[config.mk]
export PLATFORM = sky130hd
export DESIGN_NAME = pps_divider
export DESIGN_NICKNAME = d
export VERILOG_FILES = /design/src/rtl/pps_pkg.sv /design/src/rtl/pps_divider.sv
export SDC_FILE = /design/constraint.sdc
export NUM_CORES = 1
export LEC_CHECK = 0
export ABC_AREA = 1
export BUFFER_PORTS_ARGS = -buffer_cell sky130_fd_sc_hd__clkbuf_2
export CAP_MARGIN = 5
export CORE_MARGIN = 3
export CORE_UTILIZATION = 40
export CTS_BUF_LIST = sky130_fd_sc_hd__clkbuf_8
export DETAILED_ROUTE_END_ITERATION = 10
export PLACE_DENSITY = 0.69
export SKIP_CTS_REPAIR_TIMING = 1
export SLEW_MARGIN = 20
export SYNTH_ARGS = -nofsm -noshare
export SYNTH_HDL_FRONTEND = slang
export SYNTH_SLANG_ARGS = --single-unit
export TNS_END_PERCENT = 1
[constraint.sdc]
create_clock -name clk_i -period 3.85 [get_ports clk_i]
set_input_delay 0.1925 -clock clk_i [delete_from_list [all_inputs] [get_ports clk_i]]
set_output_delay 0.1925 -clock clk_i [all_outputs]
set_load 0.05 [all_outputs]
[src/rtl/pps_pkg.sv]
// ----------------------------------------------------------------------------
// pps_pkg
// Shared types, widths and constants of the pure pursuit target selector.
// ----------------------------------------------------------------------------
package pps_pkg;

  localparam int unsigned MaxWaypoints = 1024;
  localparam int unsigned IdxW         = $clog2(MaxWaypoints);
  localparam int unsigned CntW         = IdxW + 1;
  localparam int unsigned PosW         = 24;
  localparam int unsigned SpdW         = 16;
  localparam int unsigned HdgW         = 16;
  localparam int unsigned TrigW        = 19;
  localparam int unsigned CordicSteps  = 16;
  localparam int unsigned DivW         = 60;

  localparam logic signed [HdgW:0] HalfPiQ13 = 17'sd12868;
  localparam logic signed [HdgW:0] PiQ13     = 17'sd25736;
  localparam logic signed [26:0]   CordicK   = 27'sd10188014;

  // Configuration register indexes.
  localparam logic [2:0] CfgLookAhead = 3'd0;
  localparam logic [2:0] CfgSteerGain = 3'd1;
  localparam logic [2:0] CfgSpdScale  = 3'd2;
  localparam logic [2:0] CfgDriveEn   = 3'd3;
  localparam logic [2:0] CfgWpCount   = 3'd4;

  typedef enum logic [2:0] {
    ST_IDLE,
    ST_CORDIC,
    ST_SCAN,
    ST_MUL,
    ST_DIV,
    ST_OUT
  } state_e;

  typedef struct packed {
    logic signed [TrigW-1:0] cos_v;
    logic signed [TrigW-1:0] sin_v;
  } sincos_t;

  function automatic logic [19:0] atan_q16(input logic [3:0] step);
    logic [19:0] r;
    case (step)
      4'd0:    r = 20'd51472;
      4'd1:    r = 20'd30386;
      4'd2:    r = 20'd16055;
      4'd3:    r = 20'd8150;
      4'd4:    r = 20'd4091;
      4'd5:    r = 20'd2047;
      4'd6:    r = 20'd1024;
      4'd7:    r = 20'd512;
      4'd8:    r = 20'd256;
      4'd9:    r = 20'd128;
      4'd10:   r = 20'd64;
      4'd11:   r = 20'd32;
      4'd12:   r = 20'd16;
      4'd13:   r = 20'd8;
      4'd14:   r = 20'd4;
      4'd15:   r = 20'd2;
      default: r = 20'd0;
    endcase
    return r;
  endfunction

endpackage

[src/rtl/pps_divider.sv]
// ----------------------------------------------------------------------------
// pps_divider
// Restoring unsigned divider, one quotient bit per cycle.
// ----------------------------------------------------------------------------
module pps_divider (
  input  logic                       clk_i,
  input  logic                       rst_ni,
  input  logic                       start_i,
  input  logic [pps_pkg::DivW-1:0]   dividend_i,
  input  logic [pps_pkg::DivW-2:0]   divisor_i,
  output logic                       done_o,
  output logic [pps_pkg::DivW-1:0]   quotient_o
);

  localparam int unsigned CW = $clog2(pps_pkg::DivW);

  logic [pps_pkg::DivW-1:0] num_q, num_d, rem_q, rem_d, rem_sh;
  logic [pps_pkg::DivW-2:0] den_q;
  logic [CW-1:0]            cnt_q, cnt_d;
  logic                     busy_q, busy_d, done_q, done_d;

  always_comb begin
    num_d  = num_q;
    rem_d  = rem_q;
    cnt_d  = cnt_q;
    busy_d = busy_q;
    done_d = 1'b0;
    rem_sh = {rem_q[pps_pkg::DivW-2:0], num_q[pps_pkg::DivW-1]};
    if (start_i) begin
      num_d  = dividend_i;
      rem_d  = '0;
      cnt_d  = '0;
      busy_d = 1'b1;
    end else if (busy_q) begin
      if (rem_sh >= {1'b0, den_q}) begin
        rem_d = rem_sh - {1'b0, den_q};
        num_d = {num_q[pps_pkg::DivW-2:0], 1'b1};
      end else begin
        rem_d = rem_sh;
        num_d = {num_q[pps_pkg::DivW-2:0], 1'b0};
      end
      cnt_d = cnt_q + 1'b1;
      if (cnt_q == CW'(pps_pkg::DivW - 1)) begin
        busy_d = 1'b0;
        done_d = 1'b1;
      end
    end
  end

  always_ff @(posedge clk_i or negedge rst_ni) begin
    if (!rst_ni) begin
      busy_q <= 1'b0;
      done_q <= 1'b0;
      cnt_q  <= '0;
    end else begin
      busy_q <= busy_d;
      done_q <= done_d;
      cnt_q  <= cnt_d;
    end
  end

  always_ff @(posedge clk_i) begin
    num_q <= num_d;
    rem_q <= rem_d;
    if (start_i) den_q <= divisor_i;
  end

  assign done_o     = done_q;
  assign quotient_o = num_q;

endmodule

Word-level counts from Yosys, hierarchy flattened
Cells that the tools add are included.

cells by class
  add/subtract/negate cells = 2
  $lt $le $gt $ge = 1
  eq/ne operators = 1
  multiplexer cells = 12
  reduce and logical (&&, ||, !) cells = 1

operators by type and width
  cell                                          number
  2-to-1 mux 60 bit                             2
  >= comparator 60 x 59 -> 1 bit                1
  2-to-1 mux 59 bit                             1
  subtractor 59 bit                             1
  2-to-1 mux 6 bit                              2
  2-to-1 mux 1 bit                              7
  adder 6 x 1 -> 6 bit (second input constant)  1
  equality test 6 bit (second input constant)   1
  nonzero test 2 bit                            1

storage, ports and cells
  register bits = 186
  logic and storage cells = 23

Logic depth before layout (Yosys ltp)
Gate-level depths: netlist of run 1.

  word-level depth = 4
  gate-level depth with buffers = 18
  mapped depth without buffers = 16

Worst setup path before layout of run 1
No wires, ideal clock.

  kind = flip-flop to flip-flop
  start point = register num_q, in the netlist quotient_o[59]
  end point = register rem_q[14] (netlist bit)
  data arrival time = 2.557 ns
  data required time = 3.738 ns
  path slack = 1.181 ns
  stages on the path, launching flop included = 19
  cells stage by stage = edfxtp_1 inv_1 ha_1 fa_1 nor2_2 nor2_2 inv_2 nand3_1 nand3_2 nand2_1 nand2_1 nand2_1 nand3_2 buf_6 buf_6 buf_6 nand2_1 nand2_1 nand2_1

between the ends
  longest elaborated chain between the ends = 2
  elaborated cells on any way between the ends = 3

RTL lines
  what                                                                 RTL line                              RTL
  from (decl)                                                          pps_divider.sv:17                     logic [pps_pkg::DivW-1:0] num_q, num_d, rem_q, rem_d, rem_sh;
  from (signal assigned)                                               pps_divider.sv:63                     num_q <= num_d;
  subtractor 59 bit or >= comparator 60 x 59 -> 1 bit (tied branches)  pps_divider.sv:36, pps_divider.sv:35
  2-to-1 mux 59 bit (*)                                                pps_divider.sv:35                     if (rem_sh >= {1'b0, den_q}) begin
  to (signal assigned)                                                 pps_divider.sv:64                     rem_q <= rem_d;
  to (decl)                                                            pps_divider.sv:17

Every way passes the cells marked *; elsewhere a longest branch is shown, timed or not.
A chain may end at the register's enable or synchronous reset.

Worst setup path after layout of run 1
  start point = register num_q, in the netlist quotient_o[59]
  end point = register rem_q[36] (netlist bit)

Same word-level chain as after synthesis.

==> impl_results.md, run 1 <==
- Largest net degree at the start of global routing: 69
- Cell-internal power: 3.02 mW
- Die footprint: 0.0341 mm²
- CTS clock-pin slew for the worst setup and hold paths: 0.11 ns
- Post-synth ARST share: 4.30%
- Multi-input gate area: 0.00638 mm²
- Cell repeated most along the worst path: nand2_1
- Worst setup margin: 0.766 ns
- Crit-path max cell delay: 0.42 ns
- DIE HEIGHT: 185 µm
- # DRC: 0
- CP Class: reg -> reg
- DRT Pass-1 Iters: 5
- Area growth syn-to-layout: 22.5%
- Clock Tree Root: clkbuf_8
- Wire per inst: 15.0 µm
- Max IR drop VDD: 0.268 mV
- Crit. End Element: register
- Mapped cell area: 0.0128 mm²
- Pleak: 8.34 nW
- Synth Warn #: 0
- First DRT Iteration DRCs: 1064
- Clk pwr share: 30.0%
- Commonest cells after routing, fill and taps aside: nand2_1 (857), inv_1 (318), nor2_1 (210)
- First-pass GRT wire length: 60400 µm
- Share of post-route cells with drive strength above 1: 10.9%
- Final HPWL DP: 30400 µm
- CTS sink count: 186
- # diodes: 0
- Reg power frac: 51.2%
- Worst endpoint required time: 4.26 ns
- Layout fillers: 3090
- Seq/Total Area, Yosys: 38.8%
- Max Slew Vio Count: 0
- CP startpoint kind: register
- Reg area: 0.00495 mm²
- Row Count: 64
- Initial antenna violation count: 0
- Io pins: 183
- Net Sw Frac: 33.0%
- Placer Congestion: 0.991
- DP Worst Slack: 0.801 ns
- Synth Flop Type: edfxtp_1
- Max Cap Viol: 0
- Global Route Usage Sum: 22.6%
- Antenna-violating nets left: 0
- Crit path max-delay cell type: fa_1
- Arr. time, crit path: 3.49 ns
- Post-Route Skew: 0.0320 ns
- Comb power frac: 18.8%
- Starting density of the core: 41.2%
- Vias in the first global route: 11661
- Final Hold Vio Count: 0
- RSZ-0062 raised after global routing: no
- Chip width: 185 µm
- Max clock buf depth: 2
- HP Class: in -> reg
- Worst Path Max Fanout: 35
- Synthesized Nets: 2139
- Most common cell after layout, fill and taps aside: nand2_1
- Netlist cell types: 37
- Outcome: finished clean
- Worst-Margin Slew: 0.828 ns
- Clock Latency Late Sink: 0.53 ns
- GRT overflow: 0
- IO buf count: 182
- Synth Area per Inst: 6.53 µm²
- CTS tree: yes
- Via Count: 12735
- Slew margin rel.: 44.4%
- Htree depth: 4
- Mapped Cells: 1956
- Final setup violation count: 0
- Number of vias per cell: 4.80
- P per Cell Area: 288 mW/mm²
- Final critical-path share of the clock period: 80.1%
- F_max: 324 MHz
- Final min period: 3.08 ns
- Setup TNS: 0 ns
- Fin nets: 2428
- Sw power: 1.49 mW
- Post-synthesis register bit count: 186
- CP Cell Sequence: inv_1 > ha_1 > fa_1 > nor2_2 > nor2_2 > inv_2 > nand3_1 > nand3_2 > nand2_1 > nand2_1 > nand2_1 > nand3_4 > buf_4 > nand3_1 > nand2_1 > nand2_1
- Core ar.: 0.0310 mm²
- Inserted Clock Buffers: 17
- Final WL: 39800 µm
- Number of enable flip-flop cells after synthesis: 119
## state kept, by name, indices dropped and copies added, names as in the netlist
name,count
den_q,59
busy_q,1
done_o,1
rem_q,59
quotient_o,60
cnt_q,6
## synthesized netlist by cell type, drive strengths merged, types with 7 or more instances
cell | instances | area (µm²)
clkbuf | 23 | 86.3
nor2 | 218 | 841
nand2 | 860 | 3240
nor3 | 19 | 100
and2 | 7 | 43.8
a21oi | 52 | 260
xor2 | 7 | 61.3
dfxtp | 59 | 1180
buf | 15 | 121
o21ai | 22 | 110
dfrtp | 8 | 200
xnor2 | 23 | 201
ha | 60 | 751
nand4 | 18 | 113
inv | 329 | 1230
nand3 | 98 | 500
edfxtp | 119 | 3570
## power by group through the flow
stage	registers (mW)	clock network (mW)	logic (mW)
6_report	2.31	1.35	0.846
5_1_grt	2.32	1.47	0.923
4_1_cts	2.31	1.40	0.744
3_5_place_dp	2.35	0	0.743
3_3_place_gp	2.35	0	0.737
2_1_floorplan	2.54	0	0.307
## kinds of logic (layout without fill, tap and decap cells)
logic type | count (synthesis) | count (layout) | synth area share (%)
xor+xnor | 30 | 30 | 2.06
fa+ha+maj | 61 | 61 | 6.04
flops | 186 | 186 | 38.8
simple gates | 1229 | 1229 | 38.4
compound gates | 82 | 82 | 3.38
buf+inv | 368 | 670 | 11.3
## critical path: cells and delay by family (launching register included)
family,cells,cell delay (ns)
flops,1,0.39
buf+inv,3,0.53
fa+ha+maj,2,0.64
simple gates,11,1.39
## routing by layer
layer / wire [µm] / global-route usage, %
met1: 17500 / 29.3
met2: 18400 / 37.2
met3: 2760 / 5.21
met4: 1190 / 8.16
met5: 0 / 0
## cell type report
cell class / count / share of cell area (%)
Multi-Input combinational cell: 1402 / 40.8
Clock buffer: 17 / 1.50
Inverter: 330 / 7.92
Tap cell: 396 / 3.17
Clock inverter: 15 / 1.10
Timing Repair Buffer: 308 / 13.8
Sequential cell: 186 / 31.7
## final timing paths
check / depth (start not counted) / endpoint / from / slack (ns)
setup / recovery: 16 / rem_q[36] / quotient_o[59] / 0.77
hold / removal: 3 / quotient_o[22] / dividend_i[22] / 0.04
setup reg to reg: 16 / rem_q[36] / quotient_o[59] / 0.77
hold reg to reg: 2 / rem_q[15] / rem_q[15] / 0.48
max in group asynchronous: 2 / cnt_q[3] / rst_ni / 3.54
min in group asynchronous: 2 / cnt_q[1] / rst_ni / 0.09
## per-stage QoR
step | total power [mW] | utilization [%] | cell area [µm²] | cells | hold slack [ns]
after floorplan | 2.84 | - | 12800 | 1956 | -0.103
after global placement | 3.09 | 45.4 | 14100 | 2505 | 0.0528
after detailed placement | 3.09 | 45.4 | 14100 | 2505 | 0.0595
after CTS | 4.46 | 46.7 | 14500 | 2537 | -0.547
after global routing | 4.72 | 50.5 | 15600 | 2654 | 0.0252
final | 4.51 | 50.5 | 15600 | 2654 | 0.0414
No activity file was read; power rests on OpenSTA's default activity.
==> run 2: changes to the inputs <==
--- a/config.mk
+++ b/config.mk
@@ -12,7 +12,7 @@
 export CORE_UTILIZATION = 40
 export CTS_BUF_LIST = sky130_fd_sc_hd__clkbuf_8
 export DETAILED_ROUTE_END_ITERATION = 10
-export PLACE_DENSITY = 0.69
+export PLACE_DENSITY = 0.71
 export SKIP_CTS_REPAIR_TIMING = 1
 export SLEW_MARGIN = 20
 export SYNTH_ARGS = -nofsm -noshare
==> constraint.sdc (replaced) <==
create_clock -name clk_i -period 2.47 [get_ports clk_i]
set_input_delay 0.1235 -clock clk_i [delete_from_list [all_inputs] [get_ports clk_i]]
set_output_delay 0.1235 -clock clk_i [all_outputs]
set_load 0.05 [all_outputs]
==> run 2 against run 1 <==
- routed wire length is 5.5% higher
- core utilization grew 4.1 points
- flip-flop and latch count stayed put
- die area unchanged
- combinational power rose by 74%
- sequential share of layout area decreased by 2.4 points
- register-to-register slack got worse by 0.75 ns
- worst hold slack better by 0.27 ns
- power increased by 60%
==> impl_results.md, run 2 (synthesized netlist as in run 1, its figures left out) <==
- Row Count: 64 (unchanged)
- Vias in the first global route: 11918 (+2.2%)
- Htree depth: 4 (unchanged)
- Post-Route Skew: 0.0277 ns (-0.00436 ns)
- Die footprint: 0.0341 mm² (unchanged)
- Number of vias per cell: 4.81 (+0.22%)
- Max Slew Vio Count: 0 (unchanged)
- RSZ-0062 raised after global routing: yes
- CP Cell Sequence: ha_4 > fa_2 > nor2_4 > nor2_2 > inv_2 > nand3_2 > nand3_2 > nand2_2 > nand2_2 > nand2_2 > nand3_4 > buf_8 > clkbuf_16 > nor2_1 > nor2_1 > nand2_1 > nand2_1
- CP bufs+invs: 3 (unchanged)
- Max IR drop VDD: 0.455 mV (+69%)
- Global Route Usage Sum: 22.6% (-0.082 points)
- Crit path max-delay cell type: edfxtp_1
- CTS tree: yes
- First DRT Iteration DRCs: 827 (-22%)
- Crit-path max cell delay: 0.43 ns (about the same)
- Final setup violation count: 0 (unchanged)
- Worst endpoint required time: 2.92 ns (-1.34 ns)
- HP Class: in -> reg
- Final min period: 2.45 ns (-0.630 ns)
- Cell-internal power: 4.82 mW (+60%)
- Sw power: 2.38 mW (+60%)
- Initial antenna violation count: 0 (unchanged)
- # DRC: 0 (unchanged)
- Comb power frac: 20.4% (+1.6 points)
- Delay-heaviest family, CP: simple AND/OR/NAND/NOR gates
- Share of post-route cells with drive strength above 1: 17.5% (+6.5 points)
- Total power: 7.20 mW (+60%)
- Max Cap Viol: 0 (unchanged)
- Final critical-path share of the clock period: 99.3% (+19 points)
- Via Count: 13138 (+3.2%)
- Largest net degree at the start of global routing: 61 (-12%)
- Fin nets: 2506 (+3.2%)
- Final Hold Vio Count: 0 (unchanged)
- Worst Path Max Fanout: 26 (-26%)
- Clock Latency Late Sink: 0.52 ns (about the same)
- DRT Pass-1 Iters: 8 (+3)
- First-pass GRT wire length: 60500 µm (about the same)
- Layout fillers: 2971 (-3.9%)
- P per Cell Area: 426 mW/mm² (+48%)
- Starting density of the core: 41.2% (unchanged)
- Arr. time, crit path: 2.91 ns (-0.58 ns)
- Hold slack: 0.314 ns (+0.272 ns)
- F_max: 408 MHz (+26%)
- Slew margin rel.: 47.3% (+2.8 points)
- Reg power frac: 49.9% (-1.3 points)
- CTS sink count: 186 (unchanged)
- Final WL: 42000 µm (+5.5%)
- Antenna-violating nets left: 0 (unchanged)
- Inserted Clock Buffers: 17 (unchanged)
- CTS clock-pin slew for the worst setup and hold paths: 0.12 ns (about the same)
- Final HPWL DP: 30700 µm (+1.0%)
- CP Class: reg -> reg
- CP startpoint kind: register
- Crit. End Element: register
- Max reg flops: 60 (unchanged)
- Pleak: 8.78 nW (+5.2%)
- Worst-Margin Slew: 0.791 ns (-0.0375 ns)
- Commonest cells after routing, fill and taps aside: nand2_1 (833), inv_1 (316), nor2_1 (195)
- Net Sw Frac: 33.0% (+0.061 points)
- Area growth syn-to-layout: 32.5%
- # diodes: 0 (unchanged)
- Cell repeated most along the worst path: nand2_2
- Clk pwr share: 29.7% (-0.3 points)
- Chip width: 185 µm (unchanged)
- Most common cell after layout, fill and taps aside: nand2_1
- DIE HEIGHT: 185 µm (unchanged)
- Clock Tree Root: clkbuf_8
- Io pins: 183 (unchanged)
- Max clock buf depth: 2 (unchanged)
- Wire per inst: 15.4 µm (+2.5%)
- Core ar.: 0.0310 mm² (unchanged)
- Outcome: finished clean
- IO buf count: 182 (unchanged)
- GRT overflow: 0 (unchanged)
- Placer Congestion: 0.973 (-1.8%)
==> run 2: per-stage QoR <==
step / TNS [ns] / std cells / util [%] / setup slack, ns / cell area (µm²)
6_report: 0 / 2732 / 54.6 / 0.0163 / 16900
3_3_place_gp: 0 / 2564 / 46.9 / 0.0233 / 14500
4_1_cts: -0.219 / 2596 / 48.2 / -0.0721 / 15000
2_1_floorplan: -3.33 / 1956 / - / -0.104 / 12800
3_5_place_dp: -0.151 / 2564 / 46.9 / -0.0658 / 14500
5_1_grt: -4.14 / 2732 / 54.6 / -0.128 / 16900
==> run 2: layout make-up <==
class / instances / area (µm²) / area share [%]
well taps: 396 / 495 / 2.93
multi-input cells: 1402 / 6890 / 40.8
clock inverters: 15 / 181 / 1.07
clock buffers: 17 / 234 / 1.38
inverters: 330 / 1240 / 7.32
repair buffers: 386 / 2910 / 17.2
flip-flops and latches: 186 / 4950 / 29.3
==> run 2: power by group through the flow <==
stage | Combinational, mW | Clock (mW) | Sequential, mW
4_1_cts | 1.22 | 2.21 | 3.59
5_1_grt | 1.60 | 2.31 | 3.61
3_3_place_gp | 1.21 | 0 | 3.65
3_5_place_dp | 1.22 | 0 | 3.65
6_report | 1.47 | 2.14 | 3.59
2_1_floorplan | 0.481 | 0 | 3.96
==> run 2: path summary, 6_finish.rpt <==
path                         startpoint         to  slack (ns)  depth (start not counted)
max in group asynchronous        rst_ni   cnt_q[2]        1.53                          3
hold / removal             divisor_i[3]   den_q[3]        0.31                          2
min in group asynchronous        rst_ni   cnt_q[1]        0.63                          3
setup reg to reg               den_q[0]  rem_q[22]        0.02                         17
setup / recovery               den_q[0]  rem_q[22]        0.02                         17
hold reg to reg               rem_q[37]  rem_q[37]        0.48                          2
==> run 2: metal layers <==
layer	vias to the layer above	share of wire (%)	global-route usage, %
li1	6714	-	-
met1	5913	44	28.9
met2	449	46	37.4
met3	62	6.6	6.08
met4	0	2.9	6.93
met5	-	0	0
==> run 3: changes to the inputs <==
--- a/config.mk
+++ b/config.mk
@@ -9,10 +9,10 @@
 export BUFFER_PORTS_ARGS = -buffer_cell sky130_fd_sc_hd__clkbuf_2
 export CAP_MARGIN = 5
 export CORE_MARGIN = 3
-export CORE_UTILIZATION = 40
+export CORE_UTILIZATION = 54
 export CTS_BUF_LIST = sky130_fd_sc_hd__clkbuf_8
 export DETAILED_ROUTE_END_ITERATION = 10
-export PLACE_DENSITY = 0.71
+export PLACE_DENSITY = 0.89
 export SKIP_CTS_REPAIR_TIMING = 1
 export SLEW_MARGIN = 20
 export SYNTH_ARGS = -nofsm -noshare
==> run 3 against run 2 <==
- the flow now finishes with violations (negative setup slack)
- routed wire length is 3.3% higher
- clock skew fell by 0.0020 ns
- design area down 3.2%
- first-iteration DRC count up 83%
- critical endpoint is now rem_q[33]
- power grew 0.52%
- flip-flop and latch count stayed put
- largest power group unchanged
- sequential share of layout area is 0.96 points higher
- clock power increased by 2%
- critical path type unchanged
==> impl_results.md, run 3 (synthesized netlist as in run 1, its figures left out) <==
- Multi-input gate area: 0.00660 mm² (-4.3%)
- Clock Latency Late Sink: 0.50 ns (-0.02 ns)
- Crit. End Element: register
- Slew margin rel.: 50.0% (+2.7 points)
- Max Slew Vio Count: 0 (unchanged)
- Most common cell after layout, fill and taps aside: nand2_1
- DIE HEIGHT: 160 µm (-13%)
- IO buf count: 182 (unchanged)
- Final min period: 2.54 ns (+0.0859 ns)
- Via Count: 13927 (+6.0%)
- Fin util: 71.5% (+17 points)
- Fin nets: 2491 (-0.60%)
- Worst Path Max Fanout: 18 (-31%)
- Final WL: 43400 µm (+3.3%)
- Inserted Clock Buffers: 17 (unchanged)
- P per Cell Area: 442 mW/mm² (+3.8%)
- Delay-heaviest family, CP: simple AND/OR/NAND/NOR gates
- Htree depth: 4 (unchanged)
- Max Cap Viol: 0 (unchanged)
- Commonest cells after routing, fill and taps aside: nand2_1 (843), inv_1 (317), nor2_1 (199)
- Layout fillers: 1808 (-39%)
- Clock Tree Root: clkbuf_8
- Final setup violation count: 44 (+44)
- Placer Congestion: 1.03 (+5.7%)
- RSZ-0062 raised after global routing: yes
- Number of vias per cell: 5.29 (+9.9%)
- CP bufs+invs: 3 (unchanged)
- Crit path max-delay cell type: edfxtp_1
- HP Class: in -> reg
- DRT Pass-1 Iters: 7 (-1)
- Final critical-path share of the clock period: 103% (+3.5 points)
- Share of post-route cells with drive strength above 1: 15.4% (-2.1 points)
- GRT overflow: 0 (unchanged)
- Max reg flops: 60 (unchanged)
- Area growth syn-to-layout: 28.3%
- Outcome: finished with violations
- Max clock buf depth: 2 (unchanged)
- CTS clock-pin slew for the worst setup and hold paths: 0.11 ns (about the same)
- Pleak: 8.72 nW (-0.69%)
- Antenna-violating nets left: 0 (unchanged)
- CP Cell Sequence: ha_2 > fa_2 > nor2_4 > nor2_2 > inv_2 > nand3_1 > nand3_2 > nand2_1 > nand2_2 > nand2_2 > nand3_4 > buf_12 > clkbuf_16 > nor2_1 > nor2_1 > nand2_1 > nand2_1
- Row Count: 55 (-14%)
- # diodes: 0 (unchanged)
- Starting density of the core: 55.7% (+15 points)
- Chip width: 160 µm (-13%)
- Final Hold Vio Count: 0 (unchanged)
- Cell repeated most along the worst path: nand2_1
- Max IR drop VDD: 0.428 mV (-6.0%)
- Worst endpoint required time: 2.90 ns (-0.02 ns)
- Reg area: 0.00495 mm² (unchanged)
- CTS tree: yes
- First-pass GRT wire length: 60300 µm (-0.25%)
- CP Class: reg -> reg
- Initial antenna violation count: 0 (unchanged)
- Io pins: 183 (unchanged)
- Post-Route Skew: 0.0257 ns (-0.00196 ns)
- CP startpoint kind: register
- R2R Setup Slk: -0.07 ns (-0.09 ns)
- Core ar.: 0.0229 mm² (-26%)
- CTS sink count: 186 (unchanged)
- F_max: 394 MHz (-3.4%)
- Die footprint: 0.0255 mm² (-25%)
- Worst setup margin: -0.0696 ns (-0.0859 ns)
- Largest net degree at the start of global routing: 72 (+18%)
- # DRC: 0 (unchanged)
- First DRT Iteration DRCs: 1514 (+83%)
- Crit-path max cell delay: 0.46 ns (+0.03 ns)
- Arr. time, crit path: 2.97 ns (+0.06 ns)
- Worst-Margin Slew: 0.750 ns (-0.0407 ns)
- Vias in the first global route: 12261 (+2.9%)
- Global Route Usage Sum: 29.3% (+6.7 points)
- Failing checks: negative setup slack
- Wire per inst: 16.5 µm (+7.1%)
- Total power: 7.24 mW (+0.52%)
- Final HPWL DP: 30300 µm (-1.4%)
run 3: area by class of cell:
type	instances	share of cell area, %
multi-input combinational	1402	40.3
sequential	186	30.3
timing repair buffer	371	17.0
inverter	330	7.56
tap	313	2.39
clock buffer	17	1.43
clock inverter	15	1.03
run 3: worst paths after layout:
kind                           startpoint  cells past startpoint        endpoint
hold reg to reg                 rem_q[17]                      2       rem_q[17]
min in group asynchronous          rst_ni                      3        cnt_q[0]
max in group asynchronous          rst_ni                      4          done_o
setup reg to reg                 den_q[0]                     17       rem_q[33]
hold / removal             dividend_i[51]                      3  quotient_o[51]
setup / recovery                 den_q[0]                     17       rem_q[33]
run 3: per-stage QoR:
stage | worst slack [ns] | instances | setup TNS, ns | hold slack [ns] | area [µm²]
5_1_grt | -0.189 | 2634 | -8.17 | 0.0314 | 16400
3_3_place_gp | 0.0893 | 2469 | 0 | -0.0209 | 14400
4_1_cts | -0.0248 | 2501 | -0.0608 | -0.567 | 14800
6_report | -0.0696 | 2634 | -1.13 | 0.0174 | 16400
3_5_place_dp | 0.0120 | 2469 | 0 | -0.0223 | 14400
2_1_floorplan | -0.104 | 1956 | -3.33 | -0.172 | 12800
run 3: per-layer routing:
metal	wire length, µm	share of wire, %	global-route usage, %	vias up
met1	17200	40	37.0	6263
li1	-	-	-	6687
met4	1920	4.4	12.1	0
met5	0	0	0	-
met2	20400	47	49.0	844
met3	3910	9.0	6.15	133
run 3: power breakdown:
part           internal, mW  total (mW)  switching (mW)
Clock                 0.785        2.19            1.40
Combinational         0.505        1.44           0.939
Sequential             3.50        3.60           0.101
run 3: worst reg2reg max path, stage by stage, from the launching register on:
cell,delay (ns)
edfxtp_1,0.46
ha_2,0.23
fa_2,0.41
nor2_4,0.14
nor2_2,0.06
inv_2,0.07
nand3_1,0.08
nand3_2,0.10
nand2_1,0.07
nand2_2,0.08
nand2_2,0.08
nand3_4,0.08
buf_12,0.17
clkbuf_16,0.21
nor2_1,0.05
nor2_1,0.09
nand2_1,0.07
nand2_1,0.05
