**config.mk**
```make
export PLATFORM = sky130hd
export DESIGN_NAME = pps_cordic
export DESIGN_NICKNAME = d
export VERILOG_FILES = /design/src/rtl/pps_pkg.sv /design/src/rtl/pps_cordic.sv
export SDC_FILE = /design/constraint.sdc
export NUM_CORES = 1
export LEC_CHECK = 0
export BUFFER_PORTS_ARGS = -buffer_cell sky130_fd_sc_hd__buf_2
export CAP_MARGIN = 40
export CORE_MARGIN = 2
export CORE_UTILIZATION = 35
export DETAILED_ROUTE_END_ITERATION = 10
export SYNTH_ARGS = -nofsm -noshare
export SYNTH_HDL_FRONTEND = slang
export SYNTH_SLANG_ARGS = --single-unit
```
**constraint.sdc**
```tcl
create_clock -name clk_i -period 6.61 [get_ports clk_i]
set_input_delay 0.661 -clock clk_i [delete_from_list [all_inputs] [get_ports clk_i]]
set_output_delay 0.661 -clock clk_i [all_outputs]
set_load 0.02 [all_outputs]
```
**src/rtl/pps_pkg.sv**
```systemverilog
// ----------------------------------------------------------------------------
// pps_pkg
// Shared types, widths and constants of the pure pursuit target selector.
// ----------------------------------------------------------------------------
package pps_pkg;

  localparam int unsigned MaxWaypoints = 1024;
  localparam int unsigned IdxW         = $clog2(MaxWaypoints);
  localparam int unsigned CntW         = IdxW + 1;
  localparam int unsigned PosW         = 24;
  localparam int unsigned SpdW         = 16;
  localparam int unsigned HdgW         = 16;
  localparam int unsigned TrigW        = 19;
  localparam int unsigned CordicSteps  = 16;
  localparam int unsigned DivW         = 60;

  localparam logic signed [HdgW:0] HalfPiQ13 = 17'sd12868;
  localparam logic signed [HdgW:0] PiQ13     = 17'sd25736;
  localparam logic signed [26:0]   CordicK   = 27'sd10188014;

  // Configuration register indexes.
  localparam logic [2:0] CfgLookAhead = 3'd0;
  localparam logic [2:0] CfgSteerGain = 3'd1;
  localparam logic [2:0] CfgSpdScale  = 3'd2;
  localparam logic [2:0] CfgDriveEn   = 3'd3;
  localparam logic [2:0] CfgWpCount   = 3'd4;

  typedef enum logic [2:0] {
    ST_IDLE,
    ST_CORDIC,
    ST_SCAN,
    ST_MUL,
    ST_DIV,
    ST_OUT
  } state_e;

  typedef struct packed {
    logic signed [TrigW-1:0] cos_v;
    logic signed [TrigW-1:0] sin_v;
  } sincos_t;

  function automatic logic [19:0] atan_q16(input logic [3:0] step);
    logic [19:0] r;
    case (step)
      4'd0:    r = 20'd51472;
      4'd1:    r = 20'd30386;
      4'd2:    r = 20'd16055;
      4'd3:    r = 20'd8150;
      4'd4:    r = 20'd4091;
      4'd5:    r = 20'd2047;
      4'd6:    r = 20'd1024;
      4'd7:    r = 20'd512;
      4'd8:    r = 20'd256;
      4'd9:    r = 20'd128;
      4'd10:   r = 20'd64;
      4'd11:   r = 20'd32;
      4'd12:   r = 20'd16;
      4'd13:   r = 20'd8;
      4'd14:   r = 20'd4;
      4'd15:   r = 20'd2;
      default: r = 20'd0;
    endcase
    return r;
  endfunction

endpackage

```
**src/rtl/pps_cordic.sv**
```systemverilog
// ----------------------------------------------------------------------------
// pps_cordic
// Sine and cosine of the heading, one CORDIC rotation step per cycle.
// ----------------------------------------------------------------------------
module pps_cordic (
  input  logic                          clk_i,
  input  logic                          rst_ni,
  input  logic                          start_i,
  input  logic signed [pps_pkg::HdgW-1:0] heading_i,
  output logic                          done_o,
  output pps_pkg::sincos_t              trig_o
);

  logic signed [26:0] x_q, x_d, y_q, y_d;
  logic signed [19:0] z_q, z_d;
  logic [3:0]         step_q, step_d;
  logic               busy_q, busy_d, neg_q, neg_d, done_q, done_d;
  logic signed [pps_pkg::HdgW:0] h_ext, h_fold;
  logic signed [26:0] x_sh, y_sh, x_rnd, y_rnd;
  logic signed [pps_pkg::TrigW-1:0] c_v, s_v;

  always_comb begin
    h_ext  = {heading_i[pps_pkg::HdgW-1], heading_i};
    h_fold = h_ext;
    neg_d  = neg_q;
    x_d    = x_q;
    y_d    = y_q;
    z_d    = z_q;
    step_d = step_q;
    busy_d = busy_q;
    done_d = 1'b0;
    x_sh   = x_q >>> step_q;
    y_sh   = y_q >>> step_q;
    if (start_i) begin
      neg_d = 1'b0;
      if (h_ext > pps_pkg::HalfPiQ13) begin
        h_fold = h_ext - pps_pkg::PiQ13;
        neg_d  = 1'b1;
      end else if (h_ext < -pps_pkg::HalfPiQ13) begin
        h_fold = h_ext + pps_pkg::PiQ13;
        neg_d  = 1'b1;
      end
      x_d    = pps_pkg::CordicK;
      y_d    = '0;
      z_d    = {h_fold[pps_pkg::HdgW], h_fold[pps_pkg::HdgW-1:0], 3'b000};
      step_d = '0;
      busy_d = 1'b1;
    end else if (busy_q) begin
      if (!z_q[19]) begin
        x_d = x_q - y_sh;
        y_d = y_q + x_sh;
        z_d = z_q - $signed(pps_pkg::atan_q16(step_q));
      end else begin
        x_d = x_q + y_sh;
        y_d = y_q - x_sh;
        z_d = z_q + $signed(pps_pkg::atan_q16(step_q));
      end
      step_d = step_q + 4'd1;
      if (step_q == 4'(pps_pkg::CordicSteps - 1)) begin
        busy_d = 1'b0;
        done_d = 1'b1;
      end
    end
  end

  always_ff @(posedge clk_i or negedge rst_ni) begin
    if (!rst_ni) begin
      busy_q <= 1'b0;
      done_q <= 1'b0;
      step_q <= '0;
    end else begin
      busy_q <= busy_d;
      done_q <= done_d;
      step_q <= step_d;
    end
  end

  always_ff @(posedge clk_i) begin
    x_q   <= x_d;
    y_q   <= y_d;
    z_q   <= z_d;
    neg_q <= neg_d;
  end

  // Round from 24 to 16 fraction bits, then undo the half-turn fold.
  always_comb begin
    x_rnd = (x_q + 27'sd128) >>> 8;
    y_rnd = (y_q + 27'sd128) >>> 8;
    c_v   = neg_q ? -x_rnd[pps_pkg::TrigW-1:0] : x_rnd[pps_pkg::TrigW-1:0];
    s_v   = neg_q ? -y_rnd[pps_pkg::TrigW-1:0] : y_rnd[pps_pkg::TrigW-1:0];
  end

  assign done_o       = done_q;
  assign trig_o.cos_v = c_v;
  assign trig_o.sin_v = s_v;

endmodule

```
# Yosys cells after proc, flatten, opt, wreduce, memory -nomap -nowiden
# Memories as Yosys holds them, arrays and structs flattened.
# Index checks and enable logic that the tools add are counted.
totals:
  ff_bits: 81
  rom_bits: 512
  input_bits: 19
  out_inout_bits: 39
  mem_count: 2
memory_table:
  columns: ["name", "words", "word_bits", "read_ports", "rd_clocked_by_memory_dff", "wr", "line_no", "text"]
  rows:
  - ["(name not given)", 16, 16, 1, 0, 0, "pps_pkg.sv:44", "case (step)"]
  - ["(name not given)", 16, 16, 1, 0, 0, "pps_pkg.sv:44", null]
op_classes:
  n_addsub: 13
  magnitude_cmp: 2
  eq_ne: 1
  shift: 2
  mux: 24
  reduce_logical: 1
op_table:
  columns: ["op", "count"]
  rows:
  - ["20-bit 2-to-1 mux", 9]
  - ["27-bit adder", 2]
  - ["27-bit by 9-bit adder with 27-bit output, second input constant", 2]
  - ["27-bit 2-to-1 mux", 2]
  - ["27-bit by 4-bit >>> shifter with 27-bit output", 2]
  - ["27-bit subtractor", 2]
  - ["19-bit 2-to-1 mux", 2]
  - ["19-bit negator", 2]
  - ["17-bit 2-to-1 mux", 2]
  - ["20-bit adder", 1]
  - ["20-bit subtractor", 1]
  - ["16-bit by 16-bit adder with 17-bit output, second input constant", 1]
  - ["16-bit by 16-bit subtractor with 17-bit output, second input constant", 1]
  - ["16-bit by 15-bit greater-than comparator with 1-bit output, second input constant", 1]
  - ["16-bit by 15-bit < comparator with 1-bit output, second input constant", 1]
  - ["4-bit 2-to-1 mux", 2]
  - ["1-bit 2-to-1 mux", 7]
  - ["4-bit by 1-bit adder with 4-bit output, second input constant", 1]
  - ["4-bit == test, second input constant", 1]
  - ["2-bit nonzero test", 1]

# Logic depth before layout (Yosys ltp)
# Gate-level depths: netlist (run 1).
# An unclocked memory read counts as a cell.
depth:
  depth_word: 8
  ltp_mapped: 27
  depth_no_buf: 22

# Worst setup path after synthesis (run 1)
# No wires, ideal clock.
synth_path:
  path_type: "flip-flop to flip-flop"
  from: "register step_q[3]"
  to: "register x_q[26]"
  setup_ps: 70
  arrival_ps: 6015
  required_ps: 6540
  slack_ps: 526
  path_stages_with_launch: 27
  path_cell_list: "dfrtp_1 > clkbuf_1 > clkbuf_1 > clkbuf_1 > clkbuf_1 > clkbuf_1 > buf_1 > clkbuf_1 > nand2_1 > o21ai_0 > ha_1 > o21ai_0 > a211oi_2 > nand3_2 > nor4_1 > nor2_1 > xor2_1 > ha_1 > and4_1 > and3_1 > a221o_1 > o211ai_1 > a21oi_1 > o32ai_1 > xnor2_1 > or3_1 > a21oi_1"
synth_via:
  elab_chain_len: 3
synth_rtl:
  columns: ["item", "line_no", "text"]
  rows:
  - ["from (decl)", "pps_cordic.sv:16", "logic [3:0] step_q, step_d;"]
  - ["from (signal assigned)", "pps_cordic.sv:74", "step_q <= step_d;"]
  - ["27-bit by 4-bit >>> shifter with 27-bit output *", "pps_cordic.sv:33", "y_sh = y_q >>> step_q;"]
  - ["27-bit subtractor / 27-bit adder (equally long branches)", "pps_cordic.sv:50, pps_cordic.sv:54", null]
  - ["27-bit 2-to-1 mux *", "pps_cordic.sv:49", "if (!z_q[19]) begin"]
  - ["to (signal assigned)", "pps_cordic.sv:79", "x_q <= x_d;"]
  - ["to (decl)", "pps_cordic.sv:14", "logic signed [26:0] x_q, x_d, y_q, y_d;"]
# Mark *: on every way between the ends. The rest lies on a longest branch, timed or not.
# A chain may end at the register's enable or synchronous reset.

# Worst setup path after layout (run 1)
layout_path:
  from: "register step_q[0]"
  to: "register x_q[26]"
# Same word-level chain as after synthesis.

==> metrics.cfg, run 1 <==
[final_layout]
fill_cells=3904
seq_area_sq_um=1840
multi_input_area_sq_um=10600
drive_gt1_share_pct=11.6
fin_area_sq_um=14200
area_growth_pct=7.91
fin_nets=1805

[yosys]
ys_seq_area_share_pct=13.9
synth.distinct_cells=81
syn_inst=1688
ys_warn_count=0
synth-async-reset-ratio_pct=7.41
ys_seq_elements=81
synth_ff_type=dfxtp_1
synth_edf_count=18
synth.cell_area_sq_um=13200
syn_avg_cell_area_sq_um=7.82
syn_nets=1804

[pwr]
p_sw_share_pct=52.2
power.share.clock_pct=6.1
cellPowerDensity_nw_per_um2=623
power_frac_seq_pct=13.6
totalPowerFinal_w=0.00887
switching_power_w=0.00463
irDropWorstVdd_mv=0.198
p_leak_nw=5.87
combinationalPowerShare_pct=80.4
cell_internal_pwr_w=0.00424

[route]
ant_nets=0
drt_iter0_drc=875
routed_wl_microns=39800
drc=0
dr.pass1.iters=5
viasPerCell=5.74
num_vias=12662
wl_per_cell_microns=18.1

[clock_network]
htree_levels=3
cts_tree=built
clockBufferDepth=2
clock-sinks=81
cts_buffers=9
clock_latency_ps=360
hold_buffers=0
clkTransAtPathRegs_ps=70
clock-root-buffer=clkbuf_16

[grt]
antenna_found_initial=1
gr-total-overflow=0
grt_pass1_vias=12078
globalRouteTotalUtil_pct=20.5
grt_pass1_wl_microns=64100
grt_max_degree=69

[job]
maxCapViolations=0

[critical_path]
crit_type=flip-flop to flip-flop
end_kind=flip-flop
crit_required_ps=6900
arrival_ps=6320
start_kind=flip-flop
critPathMaxFanout=30

[sta]
finalMaxSlewViolations=0
fmax_mhz=166
holdWs_ps=117
skew_ps=10.1
finalSetupViolCount=0
relSlewSlack_pct=46.6
worst-slew-pin-transition_ps=800
period_share_pct=91.1
rsz0062_at_grt=no
finalHoldViolations=0
tns_ps=0
period_minus_slack_ps=6020

[placed_design]
port_buffers=57
dpl.hpwl_microns=30600
postPlaceCellArea_sq_um=13900
gp_congestion=0.944

[floorplan]
coreArea_sq_um=37400
die_h_microns=198
die_area_sq_um=39300
std_cell_rows=71
num_io_pins=58
die_x_microns=198
start_util_pct=35.3

[run_status]
outcome=finished clean

[hold_path]
hold_path.class=input pin to asynchronous set/reset pin

[cells by family after synthesis]
kind of cell / count (synthesis) / synth area share [%]
AO/OA/AOI/OAI: 446 / 21.4
buffers and inverters: 157 / 5.64
flip-flops: 81 / 13.9
multiplexers: 133 / 15.7
AND/OR/NAND/NOR: 565 / 20.2
XOR/XNOR: 209 / 13.9
adder cells (fa/ha/maj): 97 / 9.36
[placed cells by master, fill, tap and decap left out, drive strengths merged, types with 20 or more instances in the layout]
| cell type | n |
|---|---|
| o21ai | 102 |
| a21oi | 134 |
| inv | 43 |
| nor2 | 155 |
| and3 | 20 |
| nor3 | 34 |
| nand3 | 52 |
| nand2 | 177 |
| a21o | 21 |
| buf | 103 |
| dfxtp | 57 |
| xnor2 | 123 |
| mux2i | 65 |
| ha | 94 |
| a31oi | 34 |
| and2 | 22 |
| nor2b | 21 |
| xor2 | 86 |
| mux4 | 53 |
[power groups by stage]
| stage | Sequential (W) | Combinational [W] | Clock [W] |
|---|---|---|---|
| after global placement | 0.00119 | 0.00694 | 0 |
| after global routing | 0.00123 | 0.00799 | 0.000575 |
| after detailed placement | 0.00120 | 0.00704 | 0 |
| after floorplan | 0.000918 | 0.00581 | 0 |
| final | 0.00120 | 0.00713 | 0.000538 |
| after CTS | 0.00119 | 0.00709 | 0.000552 |
[cell usage after synthesis, types with 20 or more instances]
cell type,n,area (sq um)
ha_1,94,1180
o21ai_0,102,510
mux4_2,38,856
and2_1,22,138
a21o_1,21,158
xor2_1,86,753
clkbuf_1,73,274
dfxtp_1,57,1140
nor3_1,34,170
nand3_1,51,255
nand2_1,177,664
nor2b_1,21,131
and3_1,20,125
mux2i_1,65,651
a31oi_1,34,213
inv_1,42,158
a21oi_1,133,666
xnor2_1,123,1080
nor2_1,155,582
[timing repair]
item / CTS / global route
setup endpoints to repair: 0 / 2
setup buffers: 0 / 1
gates resized for setup: 0 / 2
[per-layer routing]
| metal | wire length [microns] | global-route usage (%) | vias up |
|---|---|---|---|
| met2 | 18300 | 34.0 | 389 |
| met3 | 2200 | 2.76 | 87 |
| met5 | 0 | 0 | - |
| met4 | 1660 | 9.05 | 0 |
| met1 | 17700 | 26.6 | 5998 |
| li1 | - | - | 6188 |
[stage by stage]
step                setup WS [ps]  instances  utilization [%]
floorplan                     526       1688                -
global placement              699       2185             37.1
detailed placement            454       2188             37.2
CTS                           441       2204             38.0
global route                 41.6       2205             38.1
finish                        587       2206             38.1
[critical path, cell delays in order (launching register included)]
cell and delay (ps):
dfrtp_2 820, mux4_2 590, mux2_2 290, o21ai_0 220
ha_1 250, o21ai_0 130, a211oi_2 280, nand3_2 190
nor4_1 490, nor2_1 100, xor2_1 190, ha_1 360
and4_1 230, and3_1 160, a221o_1 350, o211ai_1 260
a21oi_1 130, o32ai_1 330, xnor2_1 130, or3_1 310
a21oi_1 140
[final cells by class]
class,count,share of cell area (%)
inverter,44,1.16
multi-input combinational,1450,74.7
tap,511,4.49
sequential,81,12.9
timing repair buffer,103,4.65
clock buffer,11,1.70
clock inverter,5,0.395
antenna,1,0.0176
[sequential cells by signal (all words and copies together) (netlist names)]
| name | cells |
|---|---|
| busy_q | 1 |
| y_q | 27 |
| done_o | 1 |
| z_q | 20 |
| step_q | 4 |
| x_q | 27 |
| neg_q | 1 |
[path summary, 6_finish.rpt]
check | from | endpoint | slack (ps) | depth (start not counted)
worst min register to register | z_q[0] | z_q[0] | 500 | 2
worst max-delay path | step_q[0] | x_q[26] | 590 | 20
min in group clk_i | z_q[0] | z_q[0] | 500 | 2
worst min-delay path | rst_ni | step_q[1] | 120 | 1
max in group asynchronous | rst_ni | step_q[3] | 6330 | 1
worst max register to register | step_q[0] | x_q[26] | 590 | 20
Power figures use the tool's default switching activity.
==> run 2, diff against run 1 <==
--- a/config.mk
+++ b/config.mk
@@ -10,6 +10,7 @@
 export CORE_MARGIN = 2
 export CORE_UTILIZATION = 35
 export DETAILED_ROUTE_END_ITERATION = 10
+export RECOVER_POWER = 25
 export SYNTH_ARGS = -nofsm -noshare
 export SYNTH_HDL_FRONTEND = slang
 export SYNTH_SLANG_ARGS = --single-unit
==> metrics.cfg, run 2 (synthesis results as in run 1) <==
[sta]
fmax_mhz=166  ; about the same
finalSetupViolCount=0  ; unchanged
finalHoldViolations=0  ; unchanged
period_minus_slack_ps=6020  ; -0.745 ps
finalMaxSlewViolations=22  ; +22
period_share_pct=91.1  ; about the same
tns_ps=0  ; unchanged
skew_ps=10.0  ; -0.0549 ps
worst-slew-pin-transition_ps=1710  ; +914 ps
relSlewSlack_pct=-14.3  ; -61 points
rsz0062_at_grt=no

[run_status]
outcome=complete, but fails checks
violations=max-capacitance violations, max-slew violations

[clock_network]
htree_levels=3  ; unchanged
clock-root-buffer=clkbuf_16
clock-sinks=81  ; unchanged
hold_buffers=0  ; unchanged
clockBufferDepth=2  ; unchanged
cts_tree=built
clock_latency_ps=360  ; about the same
cts_buffers=9  ; unchanged
clkTransAtPathRegs_ps=70  ; about the same

[grt]
antenna_found_initial=1  ; unchanged
grt_max_degree=69  ; unchanged
grt_pass1_wl_microns=64100  ; unchanged
grt_pass1_vias=12078  ; unchanged
gr-total-overflow=0  ; unchanged
globalRouteTotalUtil_pct=20.5  ; unchanged

[placed_design]
gp_congestion=0.944  ; unchanged
dp_cells=2188  ; unchanged
dpl.hpwl_microns=30600  ; unchanged
port_buffers=57  ; unchanged

[route]
dr.pass1.iters=5  ; unchanged
drc=0  ; unchanged
num_vias=12646  ; -0.13%
viasPerCell=5.73  ; -0.13%
routed_wl_microns=39900  ; +0.19%
drt_iter0_drc=806  ; -7.9%
wl_per_cell_microns=18.1  ; +0.19%
ant_nets=0  ; unchanged

[critical_path]
ff2ff_setup_slack_ps=590  ; about the same
end_kind=flip-flop
arrival_ps=6310  ; about the same
critPathMaxFanout=30  ; unchanged
start_kind=flip-flop
crit_required_ps=6900  ; about the same
crit_type=flip-flop to flip-flop

[final_layout]
fill_cells=3911  ; +0.18%
drive_gt1_share_pct=11.1  ; -0.53 points
reg_top3=x_q (27), y_q (27), z_q (20)
fin_cells=2206  ; unchanged
area_growth_pct=7.57
fin_nets=1805  ; unchanged
layout_commonest_cell=nand2_1
layout_common_cells=nand2_1 (177), nor2_1 (155), a21oi_1 (133)

[pwr]
p_leak_nw=5.84  ; -0.60%
irDropWorstVdd_mv=0.198  ; about the same
totalPowerFinal_w=0.00887  ; about the same
cellPowerDensity_nw_per_um2=625  ; +0.29%

[hold_path]
hold_path.class=input pin to asynchronous set/reset pin

[floorplan]
die_area_sq_um=39300  ; unchanged
coreArea_sq_um=37400  ; unchanged
num_io_pins=58  ; unchanged
std_cell_rows=71  ; unchanged
die_x_microns=198  ; unchanged
die_h_microns=198  ; unchanged
start_util_pct=35.3  ; unchanged

[job]
maxCapViolations=1  ; +1

## run 2: cell count changes in the layout (fill, tap and decap cells not counted), sizes merged
cell    delta
buf        -8
clkbuf     +8
## run 2: report_power, final
group / internal (W) / total, W / switching (W) / leakage (nW)
combinational: 0.00317 / 0.00713 / 0.00396 / 4.95
sequential: 0.000768 / 0.00121 / 0.000438 / 0.739
clock: 0.000303 / 0.000537 / 0.000234 / 0.146
total: 0.00424 / 0.00887 / 0.00463 / 5.84
## run 2: layout make-up
cell class | count | area, sq um | area share (%)
multi-input cells | 1450 | 10600 | 74.9
flip-flops and latches | 81 | 1840 | 13.0
clock buffers | 11 | 243 | 1.71
clock inverters | 5 | 56.3 | 0.397
well taps | 511 | 639 | 4.50
repair buffers | 103 | 619 | 4.36
inverters | 44 | 165 | 1.16
diodes | 1 | 2.50 | 0.0176
## run 2: repair_timing
action,4_1_cts,5_1_grt
setup buffers,0,1
setup endpoints to repair,0,2
resized for setup,0,2
hold endpoints to repair,0,0
## run 2: stage by stage
stage,hold WS [ps],area (sq um),util (%),setup WS [ps]
after floorplan,365,13200,-,526
after global placement,484,13900,37.1,699
after detailed placement,498,13900,37.2,454
after CTS,111,14200,38.0,441
after global routing,192,14200,38.0,41.6
final,178,14200,38.0,587
## run 2: per-layer routing
layer	share of wire, %	GRT usage, %	routed length, microns	up-vias
met3	5.4	2.76	2140	81
met2	46	34.0	18300	380
met5	0	0	0	-
met1	45	26.6	17800	6000
met4	4.2	9.05	1660	0
li1	-	-	-	6185
## run 2: final timing paths
| check | start | end | depth (start not counted) |
|---|---|---|---|
| min in group clk_i | z_q[0] | z_q[0] | 2 |
| setup reg to reg | step_q[0] | x_q[26] | 20 |
| max in group asynchronous | rst_ni | step_q[1] | 1 |
| hold / removal | rst_ni | step_q[1] | 1 |
| setup / recovery | step_q[0] | x_q[26] | 20 |
| hold reg to reg | z_q[0] | z_q[0] | 2 |
## run 2: worst max-delay path: stages, from the launching register on
cell and delay, ps:
dfrtp_2 820, mux4_2 580, mux2_2 280, o21ai_0 220, ha_1 260, o21ai_0 130
a211oi_2 280, nand3_2 190, nor4_1 500, nor2_1 110, xor2_1 190, ha_1 360
and4_1 230, and3_1 160, a221o_1 350, o211ai_1 260, a21oi_1 130, o32ai_1 330
xnor2_1 130, or3_1 310, a21oi_1 140
==> run 3, diff against run 2 <==
--- a/config.mk
+++ b/config.mk
@@ -5,6 +5,7 @@
 export SDC_FILE = /design/constraint.sdc
 export NUM_CORES = 1
 export LEC_CHECK = 0
+export ABC_AREA = 1
 export BUFFER_PORTS_ARGS = -buffer_cell sky130_fd_sc_hd__buf_2
 export CAP_MARGIN = 40
 export CORE_MARGIN = 2
==> metrics.cfg, run 3 <==
[run_status]
outcome=complete, but fails checks
violations=max-capacitance violations, max-slew violations

[critical_path]
start_kind=flip-flop
end_kind=flip-flop
critPathMaxFanout=50  ; +67%
arrival_ps=5610  ; -700 ps
crit_slowest_cell=inv_4
crit_required_ps=6840  ; -60 ps
cpMostUsedCell=nand3_1
max_stage_delay_ps=450  ; -370 ps
path_buf_inv=6  ; +6
ff2ff_setup_slack_ps=1240  ; +650 ps
crit_type=flip-flop to flip-flop
cp_top_family=simple AND/OR/NAND/NOR gates

[yosys]
yosysTopAreaCellShare_pct=16.4  ; +7.5 points
synth.distinct_cells=61  ; -25%
synth.area.top_cells=nand2_1 (16%), ha_1 (9.2%), dfxtp_1 (8.9%), nand3_1 (8.6%), inv_1 (7.3%)
synth-async-reset-ratio_pct=7.41  ; unchanged
ys_seq_area_share_pct=14.3  ; +0.39 points
ys_warn_count=0  ; unchanged
synth_edf_count=18  ; unchanged
synth_common_cells=nand2_1 (562), inv_1 (251), nand3_1 (220), nor2_1 (160), o21ai_0 (160)
syn_nets=2268  ; +26%
yosys.area.top_type=nand2_1
syn_inst=2152  ; +27%
syn_avg_cell_area_sq_um=5.97  ; -24%
yosysMostFrequentCell=nand2_1
synth.cell_area_sq_um=12800  ; -2.7%
synth_ff_type=dfxtp_1
ys_seq_elements=81  ; unchanged

[clock_network]
cts_tree=built
hold_buffers=0  ; unchanged
clkTransAtPathRegs_ps=70  ; about the same
htree_levels=3  ; unchanged
cts_setup_buffers=0  ; unchanged
postCtsResizedCells=0  ; unchanged
clock-sinks=81  ; unchanged
clockBufferDepth=2  ; unchanged
cts_buffers=9  ; unchanged
clock_latency_ps=360  ; about the same
clock-root-buffer=clkbuf_16

[final_layout]
area_growth_pct=6.59
reg_top3=x_q (27), y_q (27), z_q (20)
layout_commonest_cell=nand2_1
layout_common_cells=nand2_1 (562), inv_1 (252), nand3_1 (220)
n_antenna_cell=0  ; -1
fin_nets=2272  ; +26%
drive_gt1_share_pct=6.16  ; -4.9 points

[floorplan]
num_io_pins=58  ; unchanged
start_util_pct=35.3  ; about the same
die_x_microns=196  ; -1.3%
die_h_microns=196  ; -1.3%
die_area_sq_um=38200  ; -2.7%
coreArea_sq_um=36300  ; -2.8%
std_cell_rows=70  ; -1.4%

[placed_design]
place_ws_ps=1330  ; +875 ps
dpl.hpwl_microns=34300  ; +12%
gp_congestion=0.925  ; -2.0%
port_buffers=57  ; unchanged

[pwr]
irDropWorstVdd_mv=0.223  ; +13%
power_frac_seq_pct=12.9  ; -0.7 points
switching_power_w=0.00481  ; +3.9%
combinationalPowerShare_pct=80.8  ; +0.4 points
p_leak_nw=6.71  ; +15%
power.share.clock_pct=6.3  ; +0.2 points
cellPowerDensity_nw_per_um2=610  ; -2.4%
cell_internal_pwr_w=0.00353  ; -17%
p_sw_share_pct=57.7  ; +5.4 points

[grt]
antenna_found_initial=0  ; -1
globalRouteTotalUtil_pct=22.3  ; +1.8 points
grt_pass1_vias=13180  ; +9.1%
gr-total-overflow=0  ; unchanged
grt_max_degree=87  ; +26%
grt_pass1_wl_microns=68500  ; +6.9%

[route]
drc=0  ; unchanged
num_vias=13997  ; +11%
drt_iter0_drc=1024  ; +27%
routed_wl_microns=42600  ; +6.9%
ant_nets=0  ; unchanged
viasPerCell=5.33  ; -7.1%
wl_per_cell_microns=16.2  ; -10%
dr.pass1.iters=6  ; +1

[sta]
relSlewSlack_pct=-50.1  ; -36 points
setup_slack_ps=1240  ; +649 ps
finalSetupViolCount=0  ; unchanged
finalHoldViolations=0  ; unchanged
period_minus_slack_ps=5370  ; -649 ps
fmax_mhz=186  ; +12%
skew_ps=11.3  ; +1.22 ps
period_share_pct=81.3  ; -9.8 points
tns_ps=0  ; unchanged
rsz0062_at_grt=no
finalMaxSlewViolations=101  ; +360%
worst-slew-pin-transition_ps=2250  ; +537 ps

[job]
maxCapViolations=3  ; +2

[hold_path]
hold_path.class=input pin to asynchronous set/reset pin

==> run 3: path summary, 6_finish.rpt <==
kind / startpoint / endpoint / depth (start not counted)
min reg2reg: z_q[2] / z_q[2] / 2
min in group clk_i: z_q[2] / z_q[2] / 2
min: rst_ni / busy_q / 1
max in group asynchronous: rst_ni / step_q[0] / 1
max: step_q[1] / x_q[22] / 28
max reg2reg: step_q[1] / x_q[22] / 28
==> run 3: layout make-up <==
type	instances	area, sq um
clock inverters	3	42.5
inverters	260	978
fillers	4038	22700
repair buffers	71	392
multi-input cells	1733	9610
well taps	468	586
clock buffers	12	246
flip-flops and latches	81	1830
==> run 3: logic make-up after synthesis <==
group	Yosys count	share of synthesized area [%]
DFF	81	14.3
muxes	5	0.390
buffers and inverters	338	10.9
and+or+nand+nor	1049	35.2
xor gates and xnor gates	153	10.6
AOI/OAI and AO/OA	429	19.0
adders and majority gates	97	9.63
==> run 3: power by group through the flow <==
stage	logic (W)	registers [W]	clock network (W)
after floorplan	0.00523	0.000929	0
after global placement	0.00663	0.00108	0
after detailed placement	0.00668	0.00109	0
after CTS	0.00673	0.00107	0.000543
after global routing	0.00763	0.00110	0.000560
final	0.00674	0.00108	0.000524
==> run 3: through the flow <==
| step | cells | hold WS, ps | total power (W) | utilization (%) | instance area (sq um) |
|---|---|---|---|---|---|
| floorplan | 2152 | 365 | 0.00616 | - | 12800 |
| global placement | 2612 | 457 | 0.00771 | 36.8 | 13400 |
| detailed placement | 2613 | 468 | 0.00777 | 36.9 | 13400 |
| CTS | 2628 | 113 | 0.00835 | 37.7 | 13700 |
| global route | 2628 | 230 | 0.00929 | 37.7 | 13700 |
| finish | 2628 | 204 | 0.00834 | 37.7 | 13700 |
==> run 3: metal layers <==
layer	part of all wire (%)	vias up	GRT usage, %
li1	-	7183	-
met5	0	-	0
met2	48	362	39.7
met3	4.0	45	1.88
met4	2.3	0	6.70
met1	46	6407	28.7
